===== config.mk =====
export PLATFORM = sky130hd
export DESIGN_NAME = fcs_ctrl
export DESIGN_NICKNAME = d
export VERILOG_FILES = /design/src/sv/fcs_pkg.sv /design/src/sv/fcs_ctrl.sv
export SDC_FILE = /design/constraint.sdc
export NUM_CORES = 1
export LEC_CHECK = 0
export BUFFER_PORTS_ARGS = -buffer_cell sky130_fd_sc_hd__buf_2
export CORE_UTILIZATION = 49
export DETAILED_ROUTE_END_ITERATION = 6
export MAX_ROUTING_LAYER = met4
export PLACE_DENSITY = 0.79
export SLEW_MARGIN = 20
export SYNTH_ARGS = -nofsm -noshare
export SYNTH_HDL_FRONTEND = slang
export SYNTH_SLANG_ARGS = --single-unit

===== constraint.sdc =====
create_clock -name clk -period 2.42 [get_ports clk]
set_clock_uncertainty 0.2 [all_clocks]
set_input_delay 0.484 -clock clk [delete_from_list [all_inputs] [get_ports clk]]
set_output_delay 0.484 -clock clk [all_outputs]
set_load 0.01 [all_outputs]

===== src/sv/fcs_pkg.sv =====
`default_nettype none
package fcs_pkg;

  localparam int MAX_JOINTS_DEF    = 16;
  localparam int JOINT_COUNT_RESET = 8;
  localparam int LINK_LENGTH_RESET = 32;
  localparam int SQRT_STEPS        = 29;  // 58-bit radicand, two bits a step
  localparam int DIV_STEPS         = 22;  // offset magnitude stays below 2^22
  localparam int CFG_W             = 12;

  localparam logic CFG_JOINT_COUNT = 1'b0;
  localparam logic CFG_LINK_LENGTH = 1'b1;

  localparam logic signed [25:0] Q_MAX = 26'sd8388607;
  localparam logic signed [25:0] Q_MIN = -26'sd8388608;

  typedef struct packed {
    logic               mode;
    logic signed [23:0] point_x;
    logic signed [23:0] point_y;
    logic signed [23:0] anchor_x;
    logic signed [23:0] anchor_y;
  } in_t;

  typedef struct packed {
    logic [3:0]         joint_index;
    logic signed [23:0] joint_x;
    logic signed [23:0] joint_y;
    logic               last;
  } out_t;

  typedef enum logic [3:0] {
    ST_IDLE, ST_LAYOUT, ST_PIN_HEAD, ST_READ, ST_DIFF, ST_MUL, ST_SUM,
    ST_SQRT, ST_DIV_INIT, ST_DIV, ST_WRITE, ST_PIN_TAIL, ST_OUT_READ, ST_OUT_LOAD
  } state_t;

  typedef enum logic [1:0] {
    WR_POINT, WR_ANCHOR, WR_LAYOUT, WR_PLACE
  } wr_sel_t;

  typedef struct packed {
    logic    load_in;
    logic    rd_en;
    logic    diff_en;
    logic    mul_en;
    logic    sum_en;
    logic    sqrt_step;
    logic    div_init;
    logic    div_step;
    logic    wr_en;
    wr_sel_t wr_sel;
    logic    lay_first;
    logic    out_load;
    logic    out_last;
  } cmd_t;

  typedef struct packed {
    logic zero;
    logic sqrt_done;
    logic div_done;
    logic out_free;
  } sts_t;

  function automatic logic signed [23:0] sat24(input logic signed [25:0] v);
    if (v > Q_MAX) return Q_MAX[23:0];
    if (v < Q_MIN) return Q_MIN[23:0];
    return v[23:0];
  endfunction

endpackage
`default_nettype wire


===== src/sv/fcs_ctrl.sv =====
`default_nettype none
module fcs_ctrl
  import fcs_pkg::*;
#(
  parameter int MAX_JOINTS = MAX_JOINTS_DEF,
  localparam int JW = $clog2(MAX_JOINTS),
  localparam int CW = $clog2(MAX_JOINTS + 1)
) (
  input  wire logic          clk,
  input  wire logic          rst,
  input  wire logic          in_valid,
  output logic               in_ready,
  input  wire logic          in_mode,
  input  wire logic [4:0]    joint_count,
  input  wire sts_t          sts,
  output cmd_t               cmd,
  output logic [JW-1:0]      addr_m,
  output logic [JW-1:0]      addr_r,
  output logic [JW-1:0]      wr_addr
);

  state_t        state, state_next;
  logic [JW-1:0] idx, idx_next;
  logic [CW-1:0] n, n_next;
  logic          bwd, bwd_next;
  logic [JW-1:0] n_last;

  assign n_last = JW'(n - 1'b1);

  always_ff @(posedge clk) begin
    if (rst) begin
      state <= ST_IDLE;
      idx   <= '0;
      n     <= CW'(2);
      bwd   <= 1'b0;
    end else begin
      state <= state_next;
      idx   <= idx_next;
      n     <= n_next;
      bwd   <= bwd_next;
    end
  end

  always_comb begin
    state_next = state;
    idx_next   = idx;
    n_next     = n;
    bwd_next   = bwd;
    cmd        = '0;
    cmd.wr_sel = WR_PLACE;
    in_ready   = 1'b0;
    addr_m     = idx;
    addr_r     = bwd ? JW'(idx + 1'b1) : JW'(idx - 1'b1);
    wr_addr    = idx;
    case (state)
      ST_IDLE: begin
        in_ready = 1'b1;
        if (in_valid) begin
          cmd.load_in = 1'b1;
          if (joint_count < 5'd2) n_next = CW'(2);
          else if (32'(joint_count) > 32'(MAX_JOINTS)) n_next = CW'(MAX_JOINTS);
          else n_next = CW'(joint_count);
          idx_next   = '0;
          bwd_next   = 1'b0;
          state_next = in_mode ? ST_PIN_HEAD : ST_LAYOUT;
        end
      end
      ST_LAYOUT: begin
        cmd.wr_en     = 1'b1;
        cmd.wr_sel    = WR_LAYOUT;
        cmd.lay_first = (idx == '0);
        if (idx == n_last) begin
          idx_next   = '0;
          state_next = ST_OUT_READ;
        end else begin
          idx_next = JW'(idx + 1'b1);
        end
      end
      ST_PIN_HEAD: begin
        cmd.wr_en  = 1'b1;
        cmd.wr_sel = WR_POINT;
        wr_addr    = '0;
        idx_next   = JW'(1);
        state_next = ST_READ;
      end
      ST_READ: begin
        cmd.rd_en  = 1'b1;
        state_next = ST_DIFF;
      end
      ST_DIFF: begin
        cmd.diff_en = 1'b1;
        state_next  = ST_MUL;
      end
      ST_MUL: begin
        cmd.mul_en = 1'b1;
        state_next = ST_SUM;
      end
      ST_SUM: begin
        cmd.sum_en = 1'b1;
        state_next = sts.zero ? ST_WRITE : ST_SQRT;
      end
      ST_SQRT: begin
        cmd.sqrt_step = 1'b1;
        if (sts.sqrt_done) state_next = ST_DIV_INIT;
      end
      ST_DIV_INIT: begin
        cmd.div_init = 1'b1;
        state_next   = ST_DIV;
      end
      ST_DIV: begin
        cmd.div_step = 1'b1;
        if (sts.div_done) state_next = ST_WRITE;
      end
      ST_WRITE: begin
        cmd.wr_en  = 1'b1;
        cmd.wr_sel = WR_PLACE;
        if (!bwd) begin
          if (idx == n_last) state_next = ST_PIN_TAIL;
          else begin
            idx_next   = JW'(idx + 1'b1);
            state_next = ST_READ;
          end
        end else begin
          if (idx == '0) state_next = ST_OUT_READ;
          else begin
            idx_next   = JW'(idx - 1'b1);
            state_next = ST_READ;
          end
        end
      end
      ST_PIN_TAIL: begin
        cmd.wr_en  = 1'b1;
        cmd.wr_sel = WR_ANCHOR;
        wr_addr    = n_last;
        bwd_next   = 1'b1;
        idx_next   = JW'(n_last - 1'b1);
        state_next = ST_READ;
      end
      ST_OUT_READ: begin
        cmd.rd_en  = 1'b1;
        state_next = ST_OUT_LOAD;
      end
      ST_OUT_LOAD: begin
        if (sts.out_free) begin
          cmd.out_load = 1'b1;
          cmd.out_last = (idx == n_last);
          if (idx == n_last) state_next = ST_IDLE;
          else begin
            idx_next   = JW'(idx + 1'b1);
            state_next = ST_OUT_READ;
          end
        end
      end
      default: state_next = ST_IDLE;
    endcase
  end

endmodule
`default_nettype wire


Yosys cells after proc, flatten, opt, wreduce, memory -nomap -nowiden:

Index checks and enable logic that the tools add are counted.

* register bits: 13
* latch bits: 0
* memory bits (writable): 0
* ROM bits: 0
* input bits: 13
* output and inout bits: 27
* word-level logic and storage cells: 79
* memories kept: 0

* $add $sub $neg: 4
* multipliers: 0
* div/mod/pow operators: 0
* order comparisons: 2
* equal/unequal tests: 20
* shift-type cells: 0
* muxes and demuxes: 39
* bitwise logic cells: 0
* reductions and logical operators: 10

Operators by type and width (number)
* 4-bit two-way mux: 19
* 4-bit one-hot mux with 13 select lines: 1
* 4-bit equality test (second input constant): 6
* 4-bit one-hot mux with 6 select lines: 1
* 4-bit by 3-bit equality test with 1-bit output (second input constant): 4
* 1-bit two-way mux: 12
* 3-bit one-hot mux with 4 select lines: 1
* 4-bit by 1-bit subtractor with 4-bit output (second input constant): 3
* 2-bit inequality test (second input constant): 5
* 4-bit by 2-bit equality test with 1-bit output (second input constant): 2
* 4-bit logical NOT: 2
* 4-bit one-hot mux with 2 select lines: 1
* 2-bit two-way mux: 3
* 6-bit nonzero test: 1
* 5-bit greater-than comparator (second input constant): 1
* 5-bit by 2-bit less-than comparator with 1-bit output (second input constant): 1
* 5-bit AND reduction: 1
* 4-bit by 1-bit adder with 4-bit output (second input constant): 1
* 4-bit by 1-bit equality test with 1-bit output (second input constant): 1
* 4-bit equality test: 1
* 2-bit AND reduction: 2
* 4-bit AND reduction: 1
* 2-bit OR reduction: 2
* 3-bit inequality test (second input constant): 1
* 2 further kinds: 2

Depth between registers and ports, before layout:

* depth in word-level cells: 5
* gate-level depth with buffers: 12
* depth with buffers taken out: 11

Worst setup path before layout:

No wires, ideal clock.

* path kind: register -> register
* from: register n[0]
* to: register idx[0] (netlist: addr_m[0])
* library setup time: 132 ps
* data arrival time: 1999 ps
* required time: 2088 ps
* path slack: 89 ps
* stages on the path, launching flop included: 12
* path buffers: 1
* period minus slack after synthesis: 2331 ps
* path through: dfxtp_1 > buf_2 > inv_1 > ha_1 > xor2_1 > nand3_1 > nor2_1 > inv_1 > ha_1 > o22ai_1 > o21ai_0 > a21oi_1

* word-level cells in the longest chain between the ends: 5
* elaborated cells between the ends (all ways): 8
* classes of those cells: add/sub: 2; eq/ne: 1; mux: 5

RTL lines
* start, declared: line fcs_ctrl.sv:24 `logic [CW-1:0] n, n_next;`
* start signal, assigned: line fcs_ctrl.sv:39 `n <= n_next;`
* 4-bit by 1-bit subtractor with 4-bit output (*): line fcs_ctrl.sv:28 `assign n_last = JW'(n - 1'b1);`
* 4-bit equality test: line fcs_ctrl.sv:72, fcs_ctrl.sv:118, fcs_ctrl.sv:147
* 4-bit two-way mux
* 4-bit two-way mux, on equally long branches
* 4-bit one-hot mux with 6 select lines (*): line fcs_ctrl.sv:55 `case (state)`
* end signal, assigned: line fcs_ctrl.sv:38 `idx <= idx_next;`
* end, declared: line fcs_ctrl.sv:23 `logic [JW-1:0] idx, idx_next;`

Every way passes the cells marked *; elsewhere a longest branch is shown, timed or not. The select of a mux whose other input is x is not followed.
A chain may end at the register's enable or synchronous reset.

==> impl_metrics.toml <==
[placement]
gp_routability_congestion = 0.948
hpwlAfterDp_um = 3220
place_ws_ns = 0.202
placed_area_um2 = 1910
place_inst = 297
port-buffer-count = 39

[power]
power.density_nw_per_um2 = 906
report.power.total_mw = 1.81
ir_worst_vdd_mv = 0.490
power_leakage_nw = 0.830
power.clock.fraction_pct = 7.8
switching_power_mw = 0.910
internal_cell_power_mw = 0.900
p_sw_share_pct = 50.3
combPwrFrac_pct = 71.6
share_seq_of_total_power_pct = 20.6

[synthesis]
avgSynthCellArea_um2 = 7.62
synth-seq-area-share_pct = 15.7
yosysTopAreaCellShare_pct = 15.7
synth_nets = 237
synth_seq_cells = 13
mappedNetlistArea_um2 = 1660
cell_type_with_the_highest_aggregate_area_in_the_netlist = "sky130_fd_sc_hd__dfxtp_1"
synthesis.yosys.warnings = 0
ys_top_cells_by_area = "sky130_fd_sc_hd__dfxtp_1, sky130_fd_sc_hd__a21oi_1, sky130_fd_sc_hd__ha_1"
postSynthCellCount = 218
synth.distinct_cells = 57
synth_ff_type = "sky130_fd_sc_hd__dfxtp_1"
synth_edf_count = 0
asyncSetResetFlopFracSynth_pct = 0

[final_layout]
num_antenna_cells = 0
postLayoutCoreUtil_pct = 63.8
finalNetCount = 279
most_frequent_cells_in_the_layout = "sky130_fd_sc_hd__buf_2, sky130_fd_sc_hd__nand2_1, sky130_fd_sc_hd__a21oi_1, sky130_fd_sc_hd__buf_4, sky130_fd_sc_hd__nor2_1"
count_of_filler_cells_inserted_in_the_layout = 283
post_route_cells_drive_above_1_share_pct = 31.7
layout_cells_excl_fill = 303
stdcell_area_um2 = 2000
layout_commonest_cell = "sky130_fd_sc_hd__buf_2"
layout-area-overhead-vs-synth_pct = 20.2

[hold_path]
hold_path_class = "flop to flop"
whs_path_depth = 1

[route]
routed_wire_length_per_instance_um = 14.2
number_of_iterations_in_the_first_detailed_routing_pass = 5
vias_per_cell = 5.82
vias = 1762
drt_wl_total_um = 4310
route.detailed.drc = 0
antenna_violating_nets_post_route = 0
detail_route.iter0.violations = 112

[floorplan]
floorplan.rows = 20
initial_utilization_pct = 53.1
die_y_um = 60.2
die_w_um = 60.2
core-area_um2 = 3130
num_io_pins = 40
design.die.area_um2 = 3630

[critical_path]
critPathMaxStageDelay_ns = 0.38
crit_required_ns = 1.74
critical_path_peak_fanout = 5
timing.critical_path.depth = 6
startpoint_type = "flop"
arrival_ns = 1.66
worstSetupEndpointType = "primary output"
critical_path_class = "flop to primary output"
cpMaxStageDelayCell = "sky130_fd_sc_hd__dfxtp_4"
critPathTopFamily = "flip-flops"
cp_num_buf_inv = 2
reg2regPathDepth = 12
crit_chain = "inv_1 -> ha_4 -> xor2_2 -> and3_4 -> and3_1 -> buf_2"

[global_routing]
grt_first_pass_wirelength_um = 6770
grt_antenna_before_repair = 0
grt_overflow_total = 0
grt_use_total_pct = 25.5
pin_count_of_the_biggest_net_entering_global_routing = 17
grt_pass1_vias = 1460

[run]
maxCapViolCount = 0

[timing]
timing.final.crit_share_pct = 97.0
max_slew_margin_pct = 66.7
fin_hold_ws_ns = 0.308
timing_max_transition_violations_final = 0
grt_setup_unrepaired = "no"
timing_worst_slew_pin_value_ns = 0.495
final_period_minus_worst_setup_slack_ns = 2.35
postLayoutSetupSlackWorst_ns = 0.0734
final-setup-viol-count = 0
fin_setup_tns_ns = 0
hold_violations = 0
maxClockFrequency_mhz = 426

[clock_network]
cts_root_buf = "sky130_fd_sc_hd__clkbuf_4"
cts_tree = "done"
cts.sinks = 13
postCtsHoldBufs = 0
cts_max_path_buffers = 2
numCtsBuffers = 3
cts.reportedPaths.clkPinSlew_ns = 0.08
clk_latency_ns = 0.28
ctsHtreeMaxLevel = 1

[status]
outcome = "completed"
[worst paths after layout]
check | from | end | slack [ns]
max | n[1] | cmd[0] | 0.07
min | n[1] | n[1] | 0.31
max reg2reg | n[1] | addr_m[0] | 0.19
min reg2reg | n[1] | n[1] | 0.31
[power groups by stage]
stage / logic, mW / registers, mW / clock network (mW)
finish: 1.30 / 0.372 / 0.141
global route: 1.42 / 0.385 / 0.151
CTS: 1.24 / 0.364 / 0.142
detailed placement: 1.23 / 0.362 / 0
global placement: 1.22 / 0.359 / 0
floorplan: 0.968 / 0.299 / 0
[registers in the layout, summed over array words and instances, names as in the netlist]
signal / count
n: 4
addr_m: 4
bwd: 1
state: 4
[cell usage after synthesis (all sizes together) (2+ instances only)]
| cell type | count |
|---|---|
| a211oi | 5 |
| a21o | 2 |
| a21oi | 16 |
| a2bb2oi | 2 |
| a311oi | 3 |
| a31oi | 2 |
| and2 | 3 |
| and3 | 4 |
| buf | 14 |
| clkbuf | 3 |
| dfxtp | 13 |
| ha | 6 |
| inv | 13 |
| mux2i | 3 |
| nand2 | 20 |
| nand2b | 6 |
| nand3 | 7 |
| nor2 | 14 |
| nor2b | 4 |
| nor3 | 11 |
| nor3b | 4 |
| nor4 | 4 |
| nor4b | 2 |
| o211a | 2 |
| o211ai | 2 |
| o21ai | 13 |
| o22ai | 3 |
| o31ai | 3 |
| o32ai | 4 |
| or2b | 2 |
| xnor2 | 8 |
| xnor3 | 3 |
| xor2 | 5 |
[layer usage]
layer | vias up | wire length, um | track usage (%)
li1 | 885 | - | -
met1 | 806 | 1980 | 32.9
met2 | 67 | 2020 | 41.8
met3 | 4 | 281 | 4.11
met4 | 0 | 26 | 4.65
met5 | - | 0 | -
[repair_timing]
| action | 4_1_cts | 5_1_grt |
|---|---|---|
| resized for setup | 5 | 8 |
| pin swaps | 0 | 2 |
| setup buffers | 0 | 2 |
| endpoints found under the setup margin | 3 | 10 |
[final cells by class]
class                   instances  area [um2]  share of cell area, %
clock buffers                   3        22.5                   1.13
repair buffers                 54         308                   15.4
multi-input cells             175        1280                   64.3
clock inverters                 1        5.00                  0.251
flip-flops and latches         13         274                   13.7
inverters                      13        48.8                   2.44
well taps                      44        55.1                   2.76
[kinds of logic after synthesis]
kind of cell               synth area share (%)
DFF                                        15.7
xor gates and xnor gates                   10.9
and+or+nand+nor                            30.9
muxes                                      1.81
buffers and inverters                      8.89
adders and majority gates                  4.52
AOI/OAI and AO/OA                          27.3
Power figures use the tool's default switching activity.
